<file path="src/design/button_debounce_with_repeat_macros.svh">
// Assertion macros used by the button debouncer top level.
`ifndef BUTTON_DEBOUNCE_WITH_REPEAT_MACROS_SVH
`define BUTTON_DEBOUNCE_WITH_REPEAT_MACROS_SVH

// Same-cycle implication, disabled while reset is asserted.
`define BDR_ASSERT_NOW(lbl, clk, rst_n, ante, cons) \
  lbl: assert property (@(posedge clk) disable iff (!rst_n) (ante) |-> (cons)) \
    else $error("same-cycle check failed");

// Next-cycle implication, disabled while reset is asserted.
`define BDR_ASSERT_NEXT(lbl, clk, rst_n, ante, cons) \
  lbl: assert property (@(posedge clk) disable iff (!rst_n) (ante) |=> (cons)) \
    else $error("next-cycle check failed");

`endif

</file>
<file path="src/design/bdr_pkg.sv">
// Types and constants shared by the button debouncer modules.
`default_nettype none

package bdr_pkg;

  localparam int TimeW   = 32;
  localparam int CfgW    = 16;
  localparam int CfgIdxW = 2;

  // Register reset values.
  localparam logic [CfgW-1:0] ThrPressRst   = CfgW'(50);
  localparam logic [CfgW-1:0] ThrReleaseRst = CfgW'(50);
  localparam logic [CfgW-1:0] RepeatIvlRst  = CfgW'(0);

  typedef enum logic {
    OP_UPDATE = 1'b0,
    OP_READ   = 1'b1
  } op_e;

  typedef enum logic [1:0] {
    EV_NONE   = 2'd0,
    EV_DOWN   = 2'd1,
    EV_UP     = 2'd2,
    EV_REPEAT = 2'd3
  } ev_e;

  typedef enum logic [CfgIdxW-1:0] {
    CFG_THR_PRESS   = 2'd0,
    CFG_THR_RELEASE = 2'd1,
    CFG_REPEAT_IVL  = 2'd2
  } cfg_idx_e;

  typedef struct packed {
    op_e              opcode;
    logic [TimeW-1:0] time_ms;
    logic             level;
  } item_t;

  typedef struct packed {
    logic pressed;
    ev_e  event_code;
  } result_t;

  typedef struct packed {
    logic               valid;
    logic [CfgIdxW-1:0] index;
    logic [CfgW-1:0]    data;
  } cfg_wr_t;

  typedef struct packed {
    logic held;
    ev_e  pending;
  } status_t;

endpackage

`default_nettype wire

</file>
<file path="src/design/bdr_ifs.sv">
// Handshake interfaces for the item, result and configuration channels.
`default_nettype none

interface bdr_item_if import bdr_pkg::*; ();
  logic             valid;
  logic             ready;
  logic             opcode;
  logic [TimeW-1:0] time_ms;
  logic             level;

  modport source (output valid, opcode, time_ms, level, input ready);
  modport sink   (input valid, opcode, time_ms, level, output ready);
endinterface

interface bdr_result_if;
  logic       valid;
  logic       ready;
  logic       pressed;
  logic [1:0] event_code;

  modport source (output valid, pressed, event_code, input ready);
  modport sink   (input valid, pressed, event_code, output ready);
endinterface

interface bdr_cfg_if import bdr_pkg::*; ();
  logic               valid;
  logic               ready;
  logic [CfgIdxW-1:0] index;
  logic [CfgW-1:0]    data;

  modport source (output valid, index, data, input ready);
  modport sink   (input valid, index, data, output ready);
endinterface

`default_nettype wire

</file>
<file path="src/design/button_debounce_with_repeat.sv">
// Top level of the active-low button debouncer with auto-repeat.
`default_nettype none

`include "button_debounce_with_repeat_macros.svh"

// Debounces an active-low button sampled by update items carrying a
// millisecond timestamp, and reports down, up and repeat events through
// read items that return and clear the latched event. Every item gives one
// result. An item is taken into an input register, runs through the update
// logic once the result queue has room and lands in that two-entry queue,
// from which its result is offered to the sink. One item is taken per cycle
// as long as the result queue has room; the queue lets a new item in while
// an earlier result still waits for the sink. Configuration writes are taken
// at any time but must only be issued while the block is idle.
module button_debounce_with_repeat import bdr_pkg::*; (
  input  logic           clk_i,
  input  logic           rst_ni,
  bdr_cfg_if.sink        cfg_i,
  bdr_item_if.sink       item_i,
  bdr_result_if.source   result_o
);

  localparam int QDepth = 2;

  logic    in_valid_q;
  item_t   item_q;
  logic    advance;
  cfg_wr_t cfg_wr;
  result_t core_result;
  status_t core_status;

  result_t                    queue_q [QDepth];
  logic                       wr_ptr_q, rd_ptr_q;
  logic [$clog2(QDepth+1)-1:0] count_q;
  logic                       q_full;
  logic                       push, pop;

  // Configuration channel is always ready.
  assign cfg_i.ready  = 1'b1;
  assign cfg_wr.valid = cfg_i.valid;
  assign cfg_wr.index = cfg_i.index;
  assign cfg_wr.data  = cfg_i.data;

  // Input register stage.
  assign q_full       = (count_q == ($clog2(QDepth+1))'(QDepth));
  assign advance      = in_valid_q && !q_full;
  assign item_i.ready = !in_valid_q || advance;

  always_ff @(posedge clk_i or negedge rst_ni) begin
    if (!rst_ni) begin
      in_valid_q <= 1'b0;
    end else if (item_i.ready) begin
      in_valid_q <= item_i.valid;
    end
  end

  always_ff @(posedge clk_i) begin
    if (item_i.valid && item_i.ready) begin
      item_q.opcode  <= op_e'(item_i.opcode);
      item_q.time_ms <= item_i.time_ms;
      item_q.level   <= item_i.level;
    end
  end

  // Debounce state and update logic.
  bdr_core u_core (
    .clk_i    (clk_i),
    .rst_ni   (rst_ni),
    .cfg_i    (cfg_wr),
    .step_i   (advance),
    .item_i   (item_q),
    .result_o (core_result),
    .status_o (core_status)
  );

  // Result queue.
  assign push = advance;
  assign pop  = result_o.valid && result_o.ready;

  always_ff @(posedge clk_i or negedge rst_ni) begin
    if (!rst_ni) begin
      wr_ptr_q <= 1'b0;
      rd_ptr_q <= 1'b0;
      count_q  <= '0;
    end else begin
      if (push) wr_ptr_q <= ~wr_ptr_q;
      if (pop)  rd_ptr_q <= ~rd_ptr_q;
      if (push && !pop) begin
        count_q <= count_q + 1'b1;
      end else if (pop && !push) begin
        count_q <= count_q - 1'b1;
      end
    end
  end

  always_ff @(posedge clk_i) begin
    if (push) begin
      queue_q[wr_ptr_q] <= core_result;
    end
  end

  assign result_o.valid      = (count_q != '0);
  assign result_o.pressed    = queue_q[rd_ptr_q].pressed;
  assign result_o.event_code = queue_q[rd_ptr_q].event_code;

  // Checks on the pipeline and the event latch.
  `BDR_ASSERT_NOW(a_update_no_code, clk_i, rst_ni,
                  advance && item_q.opcode == OP_UPDATE,
                  core_result.event_code == EV_NONE)
  `BDR_ASSERT_NEXT(a_read_clears, clk_i, rst_ni,
                   advance && item_q.opcode == OP_READ,
                   core_status.pending == EV_NONE)
  `BDR_ASSERT_NEXT(a_pressed_is_state, clk_i, rst_ni,
                   advance,
                   core_status.held == $past(core_result.pressed))
  `BDR_ASSERT_NOW(a_full_blocks_input, clk_i, rst_ni,
                  q_full && in_valid_q,
                  !item_i.ready)

endmodule

`default_nettype wire

</file>
<file path="src/design/bdr_core.sv">
// Debounce state, configuration registers and the per-item update logic.
`default_nettype none

module bdr_core import bdr_pkg::*; (
  input  logic    clk_i,
  input  logic    rst_ni,
  input  cfg_wr_t cfg_i,
  input  logic    step_i,
  input  item_t   item_i,
  output result_t result_o,
  output status_t status_o
);

  logic [CfgW-1:0]  thr_press_q, thr_release_q, repeat_ivl_q;
  logic             prev_level_q, prev_level_d;
  logic [TimeW-1:0] change_time_q, change_time_d;
  logic             held_q, held_d;
  ev_e              pending_q, pending_d;
  logic [TimeW-1:0] repeat_time_q, repeat_time_d;

  logic [CfgW-1:0]  thr;
  logic [TimeW-1:0] change_limit;
  logic [TimeW-1:0] repeat_limit;
  ev_e              code;

  // Configuration registers; the user must write them only while the block is idle, which the block does not enforce.
  always_ff @(posedge clk_i or negedge rst_ni) begin
    if (!rst_ni) begin
      thr_press_q   <= ThrPressRst;
      thr_release_q <= ThrReleaseRst;
      repeat_ivl_q  <= RepeatIvlRst;
    end else if (cfg_i.valid) begin
      unique case (cfg_i.index)
        CFG_THR_PRESS:   thr_press_q   <= cfg_i.data;
        CFG_THR_RELEASE: thr_release_q <= cfg_i.data;
        CFG_REPEAT_IVL:  repeat_ivl_q  <= cfg_i.data;
        default: ;
      endcase
    end
  end

  // Deadlines wrap at 32 bits.
  assign thr          = held_q ? thr_release_q : thr_press_q;
  assign change_limit = change_time_q + TimeW'(thr);
  assign repeat_limit = repeat_time_q + TimeW'(repeat_ivl_q);

  // Next state for one item.
  always_comb begin
    prev_level_d  = prev_level_q;
    change_time_d = change_time_q;
    held_d        = held_q;
    pending_d     = pending_q;
    repeat_time_d = repeat_time_q;
    code          = EV_NONE;
    if (step_i) begin
      case (item_i.opcode)
        OP_UPDATE: begin
          if (item_i.time_ms < change_time_q) begin
            // Time went backwards: restart both timers and stop there.
            change_time_d = item_i.time_ms;
            repeat_time_d = item_i.time_ms;
          end else begin
            if (item_i.level != prev_level_q) begin
              change_time_d = item_i.time_ms;
            end else if (item_i.time_ms >= change_limit) begin
              if (!item_i.level && !held_q) begin
                held_d        = 1'b1;
                pending_d     = EV_DOWN;
                repeat_time_d = item_i.time_ms;
              end else if (item_i.level && held_q) begin
                held_d    = 1'b0;
                pending_d = EV_UP;
              end
            end
            prev_level_d = item_i.level;
            // A fresh down event blocks the repeat check, so the old
            // repeat time is the right base here.
            if (repeat_ivl_q != '0 && held_d && pending_d == EV_NONE &&
                item_i.time_ms >= repeat_limit) begin
              pending_d     = EV_REPEAT;
              repeat_time_d = item_i.time_ms;
            end
          end
        end
        OP_READ: begin
          code      = pending_q;
          pending_d = EV_NONE;
        end
        default: ;
      endcase
    end
  end

  // State registers.
  always_ff @(posedge clk_i or negedge rst_ni) begin
    if (!rst_ni) begin
      prev_level_q  <= 1'b0;
      change_time_q <= '0;
      held_q        <= 1'b0;
      pending_q     <= EV_NONE;
      repeat_time_q <= '0;
    end else begin
      prev_level_q  <= prev_level_d;
      change_time_q <= change_time_d;
      held_q        <= held_d;
      pending_q     <= pending_d;
      repeat_time_q <= repeat_time_d;
    end
  end

  assign result_o.pressed    = held_d;
  assign result_o.event_code = code;
  assign status_o.held       = held_q;
  assign status_o.pending    = pending_q;

endmodule

`default_nettype wire

</file>
<file path="src/flat_wrapper.sv">
// flat-port wrapper written by rule: the top's interface ports become plain ports
module button_debounce_with_repeat_flat import bdr_pkg::*;
  (clk_i, rst_ni, cfg_i_valid, cfg_i_index, cfg_i_data, cfg_i_ready, item_i_valid, item_i_opcode, item_i_time_ms, item_i_level, item_i_ready, result_o_valid, result_o_pressed, result_o_event_code, result_o_ready);
  bdr_cfg_if cfg_i_i ();
  bdr_item_if item_i_i ();
  bdr_result_if result_o_i ();
  input  logic clk_i;
  input  logic rst_ni;
  input wire logic [$bits(cfg_i_i.valid)-1:0] cfg_i_valid;
  input wire logic [$bits(cfg_i_i.index)-1:0] cfg_i_index;
  input wire logic [$bits(cfg_i_i.data)-1:0] cfg_i_data;
  output wire logic [$bits(cfg_i_i.ready)-1:0] cfg_i_ready;
  input wire logic [$bits(item_i_i.valid)-1:0] item_i_valid;
  input wire logic [$bits(item_i_i.opcode)-1:0] item_i_opcode;
  input wire logic [$bits(item_i_i.time_ms)-1:0] item_i_time_ms;
  input wire logic [$bits(item_i_i.level)-1:0] item_i_level;
  output wire logic [$bits(item_i_i.ready)-1:0] item_i_ready;
  output wire logic [$bits(result_o_i.valid)-1:0] result_o_valid;
  output wire logic [$bits(result_o_i.pressed)-1:0] result_o_pressed;
  output wire logic [$bits(result_o_i.event_code)-1:0] result_o_event_code;
  input wire logic [$bits(result_o_i.ready)-1:0] result_o_ready;
  assign cfg_i_i.valid = cfg_i_valid;
  assign cfg_i_i.index = cfg_i_index;
  assign cfg_i_i.data = cfg_i_data;
  assign cfg_i_ready = cfg_i_i.ready;
  assign item_i_i.valid = item_i_valid;
  assign item_i_i.opcode = item_i_opcode;
  assign item_i_i.time_ms = item_i_time_ms;
  assign item_i_i.level = item_i_level;
  assign item_i_ready = item_i_i.ready;
  assign result_o_valid = result_o_i.valid;
  assign result_o_pressed = result_o_i.pressed;
  assign result_o_event_code = result_o_i.event_code;
  assign result_o_i.ready = result_o_ready;
  button_debounce_with_repeat u_core (.clk_i(clk_i), .rst_ni(rst_ni), .cfg_i(cfg_i_i), .item_i(item_i_i), .result_o(result_o_i));
endmodule
</file>
<file path="config.mk">
export PLATFORM = sky130hd
export DESIGN_NAME = button_debounce_with_repeat_flat
export DESIGN_NICKNAME = d
export VERILOG_FILES = /design/src/design/bdr_pkg.sv /design/src/design/bdr_ifs.sv /design/src/design/button_debounce_with_repeat.sv /design/src/design/bdr_core.sv /design/src/flat_wrapper.sv
export VERILOG_INCLUDE_DIRS = /design/src /design/src/design
export SDC_FILE = /design/constraint.sdc
export NUM_CORES = 1
export LEC_CHECK = 0
export BUFFER_PORTS_ARGS = -buffer_cell sky130_fd_sc_hd__buf_2
export CORE_MARGIN = 3
export CORE_UTILIZATION = 45
export DETAILED_ROUTE_END_ITERATION = 8
export GPL_ROUTABILITY_DRIVEN = 0
export HOLD_SLACK_MARGIN = 0.06
export MAX_ROUTING_LAYER = met4
export REMOVE_ABC_BUFFERS = 1
export SLEW_MARGIN = 0
export SYNTH_ARGS = -nofsm -noshare
export SYNTH_HDL_FRONTEND = slang
export SYNTH_SLANG_ARGS = --single-unit
export TNS_END_PERCENT = 20
</file>
<file path="constraint.sdc">
create_clock -name clk_i -period 8.5 [get_ports clk_i]
set_clock_uncertainty 0.05 [all_clocks]
set_input_delay 1.7 -clock clk_i [delete_from_list [all_inputs] [get_ports clk_i]]
set_output_delay 1.7 -clock clk_i [all_outputs]
set_load 0.005 [all_outputs]
</file>
==> reports/metrics.sh, run 1 <==
WORST-SLEW-PIN-TRANSITION_NS=1.00
CTS-ROOT-BUF='clkbuf_16'
SYN_AVG_CELL_AREA_SQ_UM=11.4
LAYOUT.NETS=1160
REGTOREGENDPOINT='u_core.u_core.repeat_time_q[9]$_DFFE_PN0P_'
REPORT.FINAL.SETUP_VIOL=0
FINALMAXSLEWVIOLATIONS=0
COMB_POWER_SHARE_PCT=53.6
HOLD_PATH_END='u_core.wr_ptr_q$_DFFE_PN0P_'
FINALWORSTPATHREQUIREDPERIOD_NS=6.18
RUN_STATUS='finished clean'
COUNT_OF_FLIP_FLOPS_WITH_A_BUILT_IN_ENABLE_AFTER_SYNTHESIS=40
SYN2LAYOUT_AREA_GROWTH_PCT=11.7
DIE_AREA_SQ_MM=0.0248
NET_SWITCHING_COMPONENT_OF_THE_POWER_uW=1850
TRITONCTS='built'
YOSYSTOPAREACELL='dfrtp_1'
LAYOUT.CELLS.MOST_COMMON='ha_1'
FINALSETUPTNS_NS=0
INTERNAL_POWER_uW=2640
MAX_CLOCK_FREQ_MHz=162
HOLD_PATH.CLASS='reg -> reg'
RSZ0062_AT_GRT='no'
POWER_DENSITY_mW_PER_MM2=390
GRT_FIRST_PASS_WIRELENGTH_MM=38.2
FRACTION_OF_FINAL_LAYOUT_CELLS_SIZED_BEYOND_DRIVE_STRENGTH_1_PCT=24.0
FIN_TOTAL_PWR_uW=4500
IR_DROP_uV=164
YOSYSWARNINGCOUNT=0
DPL.HPWL_MM=17.4
TOTAL_VIAS_IN_THE_FINAL_ROUTE=7134
SYNTH.TOP_CELL.AREA_SHARE_PCT=27.9
WORST_SETUP_PATH_END_KIND='flip-flop'
GRT_START_MAX_NET_PINS=63
CRITICAL_PATH.REG2REG.STARTPOINT='u_core.u_core.held_q$_DFF_PN0_'
WORST_EP_ARRIVAL_TIME_NS=6.44
MAX-SLEW-MARGIN-REL_PCT=32.9
FINALHOLDVIOLATIONS=0
FINAL_AREA_SQ_MM=0.0115
PREDOMINANT_POST_SYNTHESIS_FLOP_CELL='dfrtp_1'
CRIT_PATH_MAX_FANOUT=32
POSTCTSRESIZEDCELLS=0
ROUTE.DETAILED.VIAS_PER_INST=5.64
DIE_H_MICRONS=157
PLACE_AREA_SQ_MM=0.0109
DIE-WIDTH_MICRONS=157
ANTENNA_CELLS_INSERTED=0
CTS_HOLD_BUF=0
NUM_IO_PINS=63
INITIAL_CORE_UTIL_PCT=46.5
POWER.SWITCHING_FRACTION_PCT=41.2
TIMING.HOLD.WORST_PATH_DEPTH=1
HOLDCRITSTARTPOINT='u_core.wr_ptr_q$_DFFE_PN0P_'
HTREEDEPTH=4
FIRST_GLOBAL_VIAS=7246
NUMPORTBUFFERS=61
POST_DRT_WL_PER_CELL_MICRONS=18.5
NETLIST_AREA_SQ_MM=0.0103
POSTCTSSETUPREPAIRBUFS=0
SEQUENTIALPOWERSHARE_PCT=29.0
SYNTH.TOP_CELLS.BY_AREA='dfrtp_1, ha_1, mux2_2, edfxtp_1, xnor2_1'
PLACE_WORST_SETUP_SLACK_NS=2.36
FINALWORSTSETUPSLACK_NS=2.32
GROUTE.USAGE.OVERALL_PCT=20.5
MAX-CAP-VIOLATIONS=0
CRITPATHLAUNCHTYPE='flip-flop'
SYNTH_ASYNC_SR_FLOP_SHARE_PCT=75.2
RR_WORST_DEPTH=23
LAYOUT_COMMON_CELLS='ha_1, mux2_2, dfrtp_1'
TIMING_WORST_SETUP_PATH_TYPE='reg -> reg'
CTS_BUFFERS=17
FIRST_PASS_ITERS=4
CTS_NUM_SINKS=161
CTS_MAX_PATH_BUFFERS=2
STD_CELL_ROWS=54
REMAINING_DRC_ERRORS=0
PART_OF_THE_CYCLE_THE_WORST_PATH_NEEDS_PCT=72.7
POSTROUTEANTENNANETS=0
SYNTH_CELLS=903
CRITICAL_PATH_REQUIRED_NS=8.76
WORST_SETUP_HOLD_PATH_CLK_SLEW_NS=0.07
VIOLATION_COUNT_AFTER_THE_FIRST_DETAILED_ROUTING_ITERATION=296
DETAIL_ROUTE.WIRELENGTH_MM=23.4
REG2REG_SLACK_NS=2.32
ANTENNA_VIOLATIONS_BEFORE_REPAIR=0
YOSYS.CELL_TYPES.COUNT=72
GRT_REMAINING_OVERFLOW=0
CORE-AREA_SQ_MM=0.0222
TOTAL_LEAKAGE_POWER_uW=0.00508
SYNTH_SEQ_AREA_SHARE_PCT=41.1
CLOCK_INSERTION_DELAY_WORST_SKEW_NS=0.43
SYNTH.FF_LATCH_COUNT=161
SHARE_CLK_OF_TOTAL_POWER_PCT=17.4
sequential cells by signal, indices dropped and copies added, names as in the netlist:
name	count
u_core.u_core.thr_release_q	16
u_core.queue_q	6
u_core.in_valid_q	1
u_core.count_q	2
u_core.wr_ptr_q	1
u_core.u_core.prev_level_q	1
u_core.u_core.thr_press_q	16
u_core.u_core.repeat_ivl_q	16
u_core.u_core.held_q	1
u_core.u_core.repeat_time_q	32
u_core.item_q	34
u_core.rd_ptr_q	1
u_core.u_core.pending_q	2
u_core.u_core.change_time_q	32
power by group through the flow:
stage	Sequential [uW]	Combinational, uW	Clock, uW
4_1_cts	1310	2420	802
5_1_grt	1340	2760	833
3_3_place_gp	1310	2360	0
6_report	1300	2410	782
3_5_place_dp	1320	2390	0
2_1_floorplan	1240	1860	0
synthesized netlist by cell type (all sizes together), types with 2 or more instances:
library cell	n
a2111oi	2
a211o	5
a211oi	5
a21boi	2
a21o	17
a21oi	51
a221oi	3
a311o	2
a311oi	2
a31oi	5
and2	8
and3	8
and4	5
and4b	2
buf	10
clkbuf	5
dfrtp	115
dfstp	6
edfxtp	40
fa	2
ha	128
inv	44
mux2	131
nand2	40
nand2b	10
nand3	23
nand3b	3
nand4	19
nor2	37
nor2b	9
nor3	12
nor3b	5
nor4	6
o211a	2
o211ai	8
o21a	11
o21ai	30
o21bai	3
o221ai	2
o31ai	4
or3	6
xnor2	38
xor2	22
metal layers:
layer | wire [microns] | GRT usage (%) | vias up
met4 | 369 | 5.58 | 0
met2 | 11700 | 34.0 | 110
met5 | 0 | - | -
li1 | - | - | 3494
met3 | 757 | 4.29 | 26
met1 | 10600 | 25.4 | 3504
critical path, stage by stage (launching register included):
cell and delay, ns:
dfrtp_1 0.32, buf_4 0.32, mux2_2 0.40, ha_1 0.23
inv_1 0.08, fa_1 0.20, nor2b_1 0.07, o31ai_1 0.39
a21oi_1 0.17, o221ai_1 0.36, o221ai_1 0.23, a21oi_2 0.48
nor3_1 0.13, xnor2_1 0.15, ha_1 0.31, a21oi_1 0.15
nand2_1 0.07, a221oi_1 0.29, o211ai_1 0.14, a31oi_2 0.35
nor4_2 0.11, o31ai_4 0.17, buf_4 0.42, mux2_2 0.39
kinds of logic after synthesis:
kind of cell               share of synthesized area (%)
buffers and inverters                               2.53
and+or+nand+nor                                     10.1
muxes                                               14.4
AOI/OAI and AO/OA                                   10.8
DFF                                                 41.1
xor gates and xnor gates                            5.10
other                                             0.0364
adders and majority gates                           15.9
final cells by class:
| type | count | area (sq um) |
|---|---|---|
| clock buffers | 23 | 510 |
| repair buffers | 66 | 345 |
| multi-input cells | 683 | 5810 |
| clock inverters | 9 | 91.3 |
| fillers | 1992 | 10600 |
| well taps | 280 | 350 |
| flip-flops and latches | 161 | 4240 |
| inverters | 44 | 165 |
worst max path at each step:
stage	to	from
floorplan	u_core.u_core.repeat_time_q[0]$_DFFE_PN0P_	u_core.u_core.held_q$_DFF_PN0_
global placement	u_core.u_core.repeat_time_q[5]$_DFFE_PN0P_	u_core.u_core.held_q$_DFF_PN0_
detailed placement	u_core.u_core.repeat_time_q[23]$_DFFE_PN0P_	u_core.u_core.held_q$_DFF_PN0_
CTS	u_core.u_core.repeat_time_q[23]$_DFFE_PN0P_	u_core.u_core.held_q$_DFF_PN0_
global route	u_core.u_core.repeat_time_q[14]$_DFFE_PN0P_	u_core.u_core.held_q$_DFF_PN0_
finish	u_core.u_core.repeat_time_q[9]$_DFFE_PN0P_	u_core.u_core.held_q$_DFF_PN0_
through the flow:
stage	utilization (%)	hold WS, ns	instances
2_1_floorplan	-	0.411	888
3_3_place_gp	49.2	0.426	1234
3_5_place_dp	49.2	0.436	1234
4_1_cts	52.0	0.446	1266
5_1_grt	52.0	0.466	1266
6_report	52.0	0.446	1266
(Power assumes the default switching activity.)
==> inputs of run 2 (changes only) <==
==> constraint.sdc (replaced) <==
create_clock -name clk_i -period 6 [get_ports clk_i]
set_clock_uncertainty 0.05 [all_clocks]
set_input_delay 1.2 -clock clk_i [delete_from_list [all_inputs] [get_ports clk_i]]
set_output_delay 1.2 -clock clk_i [all_outputs]
set_load 0.005 [all_outputs]
==> reports/metrics.sh, run 2 (synthesis results as in run 1) <==
WORST_EP_ARRIVAL_TIME_NS=5.86  # -0.58 ns
CRIT_PATH_MAX_FANOUT=24  # -25%
ANTENNA_CELLS_INSERTED=0  # unchanged
CRITICAL_PATH_TOP_DELAY_CELL='a31oi_2'
CORE-AREA_SQ_MM=0.0222  # unchanged
LAYOUT.NETS=1166  # +0.52%
NUMPORTBUFFERS=61  # unchanged
CTS_NUM_SINKS=161  # unchanged
GRT_FIRST_PASS_WIRELENGTH_MM=38.0  # -0.58%
MAX-CAP-VIOLATIONS=0  # unchanged
DPL.HPWL_MM=17.5  # +0.85%
POWER_DENSITY_mW_PER_MM2=547  # +40%
AREA_TAKEN_BY_MULTI_INPUT_LOGIC_GATES_SQ_MM=0.00581  # unchanged
CLOCK_INSERTION_DELAY_WORST_SKEW_NS=0.44  # about the same
FILLER_CELL_COUNT=2018  # +1.3%
RUN_STATUS='finished clean'
WORST_PATH_LARGEST_CELL_DELAY_NS=0.44  # -0.04 ns
DIE_H_MICRONS=157  # unchanged
LAYOUT_COMMON_CELLS='ha_1, mux2_2, dfrtp_1'
INTERNAL_POWER_uW=3700  # +40%
REPORT.FINAL.SETUP_VIOL=0  # unchanged
MAX_CLOCK_FREQ_MHz=179  # +10%
STD_CELL_ROWS=54  # unchanged
HTREEDEPTH=4  # unchanged
TRITONCTS='built'
CTS_MAX_PATH_BUFFERS=2  # unchanged
TOTAL_LEAKAGE_POWER_uW=0.00510  # +0.38%
POST_DRT_WL_PER_CELL_MICRONS=18.2  # -1.3%
SHARE_CLK_OF_TOTAL_POWER_PCT=17.0  # -0.4 points
HOLD_PATH.CLASS='reg -> reg'
SETUP.WORST_PATH.START='u_core.u_core.repeat_ivl_q[0]$_DFFE_PN0P_'
WORST_SETUP_HOLD_PATH_CLK_SLEW_NS=0.07  # about the same
FINALSETUPTNS_NS=0  # unchanged
WORST_SETUP_PATH_END_KIND='flip-flop'
POSTCTSRESIZEDCELLS=0  # unchanged
FINALHOLDVIOLATIONS=0  # unchanged
TOTAL_VIAS_IN_THE_FINAL_ROUTE=7102  # -0.45%
MAX_FLOP_REGISTER='u_core.item_q'
ROUTE.DETAILED.VIAS_PER_INST=5.58  # -0.92%
SEQUENTIALPOWERSHARE_PCT=29.5  # +0.5 points
CRITICAL_PATH_REQUIRED_NS=6.26  # -2.50 ns
DIE_AREA_SQ_MM=0.0248  # unchanged
GRT_REMAINING_OVERFLOW=0  # unchanged
FRACTION_OF_FINAL_LAYOUT_CELLS_SIZED_BEYOND_DRIVE_STRENGTH_1_PCT=24.6  # +0.56 points
HOLDCRITSTARTPOINT='u_core.wr_ptr_q$_DFFE_PN0P_'
WORSTPATHCELLLIST='ha_1, fa_1, a211o_1, a21oi_1, o21ai_0, a41o_1, a311o_1, a31oi_2, nor2b_1, xnor2_1, ha_1, nand4_1, nor4_1, nand2_1, a221oi_1, o31a_1, o21a_2, o31ai_4, buf_12, mux2_1'
POWER.SWITCHING_FRACTION_PCT=41.3  # +0.13 points
VIOLATION_COUNT_AFTER_THE_FIRST_DETAILED_ROUTING_ITERATION=317  # +7.1%
RSZ0062_AT_GRT='no'
DIE-WIDTH_MICRONS=157  # unchanged
TIMING.CRITICAL_PATH.MODE_CELL='ha_1'
SYN2LAYOUT_AREA_GROWTH_PCT=12.0
CRITICAL_PATH.REG2REG.STARTPOINT='u_core.u_core.repeat_ivl_q[0]$_DFFE_PN0P_'
POSTCTSSETUPREPAIRBUFS=0  # unchanged
WORST-SLEW-PIN-TRANSITION_NS=1.07  # +0.0638 ns
NUM_IO_PINS=63  # unchanged
ANTENNA_VIOLATIONS_BEFORE_REPAIR=0  # unchanged
IR_DROP_uV=201  # +23%
MAX-SLEW-MARGIN-REL_PCT=28.6  # -4.3 points
CTS_HOLD_BUF=0  # unchanged
GROUTE.USAGE.OVERALL_PCT=20.5  # about the same
REMAINING_DRC_ERRORS=0  # unchanged
GRT_START_MAX_NET_PINS=58  # -7.9%
LAYOUT.CELLS.MOST_COMMON='ha_1'
FINALMAXSLEWVIOLATIONS=0  # unchanged
PART_OF_THE_CYCLE_THE_WORST_PATH_NEEDS_PCT=93.3  # +21 points
UTILIZATION_OF_THE_CORE_AFTER_ROUTING_PCT=52.1  # +0.12 points
NET_SWITCHING_COMPONENT_OF_THE_POWER_uW=2610  # +41%
LARGEST_REG_FLOPS=34  # unchanged
FIRST_PASS_ITERS=4  # unchanged
POSTROUTEANTENNANETS=0  # unchanged
FINALWORSTPATHREQUIREDPERIOD_NS=5.60  # -0.584 ns
COMB_POWER_SHARE_PCT=53.5  # about the same
CRITPATHLAUNCHTYPE='flip-flop'
DETAIL_ROUTE.WIRELENGTH_MM=23.2  # -0.82%
CTS-ROOT-BUF='clkbuf_16'
TIMING_WORST_SETUP_PATH_TYPE='reg -> reg'
CTS_BUFFERS=17  # unchanged
FINAL-SEQ-AREA_SQ_MM=0.00424  # unchanged
FIRST_GLOBAL_VIAS=7229  # -0.23%
LAYOUT_TOP_REGISTERS='u_core.item_q: 34 flops, u_core.u_core.change_time_q: 32 flops, u_core.u_core.repeat_time_q: 32 flops'
INITIAL_CORE_UTIL_PCT=46.5  # unchanged
-- run 2: cell count changes in the layout (fill, tap and decap cells not counted) --
cell / change
clkinvlp_4: +1
inv_6: +3
inv_8: +3
buf_4: +5
buf_12: +1
clkbuf_1: -1
clkinv_4: -2
clkbuf_8: -2
clkbuf_16: -2
-- run 2: area by class of cell --
type / count / share of cell area [%]
clock inverters: 14 / 1.23
flip-flops and latches: 161 / 36.7
multi-input cells: 683 / 50.4
well taps: 280 / 3.04
clock buffers: 18 / 3.72
inverters: 44 / 1.43
repair buffers: 72 / 3.49
-- run 2: routing by layer --
| layer | vias up | global-route usage (%) | wire [microns] |
|---|---|---|---|
| met5 | - | - | 0 |
| met4 | 0 | 4.46 | 218 |
| met3 | 16 | 3.00 | 623 |
| met2 | 85 | 34.8 | 11600 |
| met1 | 3492 | 26.1 | 10800 |
| li1 | 3509 | - | - |
-- run 2: path summary, 6_finish.rpt --
path                                                                    end  slack, ns  cells after the start
min in group asynchronous       u_core.u_core.change_time_q[22]$_DFFE_PN0P_       0.54                      1
worst min register to register                  u_core.wr_ptr_q$_DFFE_PN0P_       0.45                      1
max in group asynchronous       u_core.u_core.change_time_q[15]$_DFFE_PN0P_       4.36                      2
worst max-delay path            u_core.u_core.repeat_time_q[20]$_DFFE_PN0P_       0.40                     20
worst min-delay path                            u_core.wr_ptr_q$_DFFE_PN0P_       0.45                      1
worst max register to register  u_core.u_core.repeat_time_q[20]$_DFFE_PN0P_       0.40                     20
-- run 2: metrics by stage --
stage | total power, uW | area [sq um] | hold slack (ns) | std cells | worst slack, ns
final | 6310 | 11500 | 0.452 | 1272 | 0.401
after global routing | 6920 | 11500 | 0.465 | 1272 | 0.00560
after CTS | 6370 | 11500 | 0.454 | 1272 | 0.345
after detailed placement | 5260 | 11000 | 0.438 | 1240 | 0.372
after global placement | 5210 | 11000 | 0.428 | 1240 | 0.434
after floorplan | 4390 | 10200 | 0.411 | 888 | 0.249
-- run 2: power by group through the flow --
stage	logic, uW	registers [uW]	clock network, uW
2_1_floorplan	2640	1760	0
3_3_place_gp	3330	1880	0
3_5_place_dp	3390	1880	0
4_1_cts	3410	1860	1100
5_1_grt	3870	1920	1140
6_report	3380	1860	1080
-- run 2: worst max-delay path, delay by kind of cell, from the launching register on --
| family | cells | cell delay, ns |
|---|---|---|
| AND/OR/NAND/NOR | 4 | 0.78 |
| buffers and inverters | 1 | 0.20 |
| adder cells (fa/ha/maj) | 3 | 0.96 |
| multiplexers | 1 | 0.32 |
| AO/OA/AOI/OAI | 10 | 2.57 |
| flip-flops | 1 | 0.40 |
| XOR/XNOR | 1 | 0.16 |
==> inputs of run 3 (changes only) <==
==> constraint.sdc (replaced) <==
create_clock -name clk_i -period 6.9 [get_ports clk_i]
set_clock_uncertainty 0.05 [all_clocks]
set_input_delay 1.38 -clock clk_i [delete_from_list [all_inputs] [get_ports clk_i]]
set_output_delay 1.38 -clock clk_i [all_outputs]
set_load 0.005 [all_outputs]
==> reports/metrics.sh, run 3 (synthesis results as in run 1) <==
LARGEST_REG_FLOPS=34  # unchanged
WORST-SLEW-PIN-TRANSITION_NS=1.01  # -0.0604 ns
SYN2LAYOUT_AREA_GROWTH_PCT=11.8
DETAIL_ROUTE.WIRELENGTH_MM=22.8  # -1.8%
TOTAL_LEAKAGE_POWER_uW=0.00508  # -0.26%
VIOLATION_COUNT_AFTER_THE_FIRST_DETAILED_ROUTING_ITERATION=282  # -11%
CTS_MAX_PATH_BUFFERS=2  # unchanged
GRT_REMAINING_OVERFLOW=0  # unchanged
RUN_STATUS='finished clean'
INITIAL_CORE_UTIL_PCT=46.5  # unchanged
MAX_FLOP_REGISTER='u_core.item_q'
LAYOUT_TOP_REGISTERS='u_core.item_q: 34 flops, u_core.u_core.change_time_q: 32 flops, u_core.u_core.repeat_time_q: 32 flops'
ANTENNA_VIOLATIONS_BEFORE_REPAIR=1  # +1
MAX-CAP-VIOLATIONS=0  # unchanged
WORST_PATH_LARGEST_CELL_DELAY_NS=0.70  # +0.26 ns
WORST_SETUP_PATH_END_KIND='flip-flop'
DIE_H_MICRONS=157  # unchanged
TRITONCTS='built'
CTS_HOLD_BUF=0  # unchanged
REPORT.FINAL.SETUP_VIOL=0  # unchanged
CRITICAL_PATH_REQUIRED_NS=7.16  # +0.90 ns
FINALHOLDVIOLATIONS=0  # unchanged
REMAINING_DRC_ERRORS=0  # unchanged
PATH_BUF_INV=2  # +1
FIRST_PASS_ITERS=4  # unchanged
CTS_BUFFERS=17  # unchanged
DIE-WIDTH_MICRONS=157  # unchanged
POSTCTSSETUPREPAIRBUFS=0  # unchanged
CRITPATHLAUNCHTYPE='flip-flop'
WORSTPATHCELLLIST='mux2_2, ha_1, inv_1, fa_1, nor2b_1, o31ai_1, a21oi_1, o221ai_1, o221ai_1, a21oi_2, nor3_1, xnor2_1, ha_1, nand4_1, nor3_1, nand2_1, o211ai_1, a31oi_2, o21a_2, o31ai_4, buf_4, mux2_2'
CTS-ROOT-BUF='clkbuf_16'
WORST_SETUP_HOLD_PATH_CLK_SLEW_NS=0.07  # about the same
CPLARGESTDELAYFAMILY='compound AO/OA/AOI/OAI gates'
DPL.HPWL_MM=17.0  # -3.2%
GRT_FIRST_PASS_WIRELENGTH_MM=37.7  # -0.73%
GROUTE.USAGE.OVERALL_PCT=20.0  # -0.43 points
NUMPORTBUFFERS=61  # unchanged
POWER_DENSITY_mW_PER_MM2=477  # -13%
NUM_IO_PINS=63  # unchanged
POST_DRT_WL_PER_CELL_MICRONS=18.0  # -1.3%
WORST_EP_ARRIVAL_TIME_NS=6.28  # +0.42 ns
GRT_START_MAX_NET_PINS=72  # +24%
PLACE_AREA_SQ_MM=0.0109  # -0.53%
MAX_CLOCK_FREQ_MHz=166  # -6.9%
CLOCK_INSERTION_DELAY_WORST_SKEW_NS=0.44  # about the same
TOTAL_VIAS_IN_THE_FINAL_ROUTE=7055  # -0.66%
FINALSETUPTNS_NS=0  # unchanged
CRIT_PATH_MAX_FANOUT=32  # +33%
IR_DROP_uV=194  # -3.6%
STD_CELL_ROWS=54  # unchanged
HTREEDEPTH=4  # unchanged
FRACTION_OF_FINAL_LAYOUT_CELLS_SIZED_BEYOND_DRIVE_STRENGTH_1_PCT=24.2  # -0.36 points
TIMING_WORST_SETUP_PATH_TYPE='reg -> reg'
MAX-SLEW-MARGIN-REL_PCT=32.7  # +4.0 points
HOLD_PATH.CLASS='reg -> reg'
FINAL_AREA_SQ_MM=0.0115  # -0.15%
ANTENNA_CELLS_INSERTED=0  # unchanged
PART_OF_THE_CYCLE_THE_WORST_PATH_NEEDS_PCT=87.2  # -6.1 points
FINALWORSTPATHREQUIREDPERIOD_NS=6.02  # +0.417 ns
FIRST_GLOBAL_VIAS=7293  # +0.89%
DIE_AREA_SQ_MM=0.0248  # unchanged
POSTCTSRESIZEDCELLS=0  # unchanged
LAYOUT_COMMON_CELLS='ha_1, mux2_2, dfrtp_1'
ROUTE.DETAILED.VIAS_PER_INST=5.57  # -0.19%
LAYOUT.NETS=1160  # -0.51%
CORE-AREA_SQ_MM=0.0222  # unchanged
POSTROUTEANTENNANETS=0  # unchanged
RSZ0062_AT_GRT='no'
FINALMAXSLEWVIOLATIONS=0  # unchanged
LAYOUT.CELLS.MOST_COMMON='ha_1'
CTS_NUM_SINKS=161  # unchanged
CRITICAL_PATH_TOP_DELAY_CELL='dfrtp_1'
run 3: power by group:
| part | switching, uW | internal, uW | leakage [uW] |
|---|---|---|---|
| Clock | 426 | 539 | 0.000305 |
| Sequential | 303 | 1310 | 0.00181 |
| Combinational | 1540 | 1380 | 0.00297 |
run 3: worst paths after layout:
path	startpoint	to	slack [ns]	cells after the start
min in group asynchronous	rst_ni	u_core.u_core.change_time_q[22]$_DFFE_PN0P_	1.06	1
worst max register to register	u_core.u_core.held_q$_DFF_PN0_	u_core.u_core.repeat_time_q[4]$_DFFE_PN0P_	0.88	22
worst max-delay path	u_core.u_core.held_q$_DFF_PN0_	u_core.u_core.repeat_time_q[4]$_DFFE_PN0P_	0.88	22
max in group asynchronous	rst_ni	u_core.u_core.change_time_q[17]$_DFFE_PN0P_	4.47	2
worst min-delay path	u_core.wr_ptr_q$_DFFE_PN0P_	u_core.wr_ptr_q$_DFFE_PN0P_	0.44	1
worst min register to register	u_core.wr_ptr_q$_DFFE_PN0P_	u_core.wr_ptr_q$_DFFE_PN0P_	0.44	1
run 3: metrics by stage:
step | setup WS [ns] | utilization (%) | hold WS (ns) | std cells | total power, uW
final | 0.883 | 52.0 | 0.442 | 1266 | 5490
after global placement | 1.01 | 49.2 | 0.429 | 1234 | 4490
after CTS | 0.851 | 52.0 | 0.446 | 1266 | 5550
after global routing | 0.318 | 52.0 | 0.456 | 1266 | 6020
after floorplan | 1.15 | - | 0.411 | 888 | 3820
after detailed placement | 0.877 | 49.2 | 0.433 | 1234 | 4540
run 3: layer usage:
metal	vias up	wire, microns	track usage (%)	part of all wire (%)
met5	-	0	-	0
met4	0	224	4.59	0.98
met3	17	522	2.97	2.3
met2	92	11400	34.3	50
met1	3446	10600	25.2	47
li1	3500	-	-	-
run 3: cell type report:
| cell class | instances | area [sq um] |
|---|---|---|
| tap | 280 | 350 |
| clock inverter | 12 | 110 |
| inverter | 44 | 165 |
| timing repair buffer | 66 | 345 |
| sequential | 161 | 4240 |
| multi-input combinational | 683 | 5810 |
| clock buffer | 20 | 500 |
| fill | 2015 | 10600 |
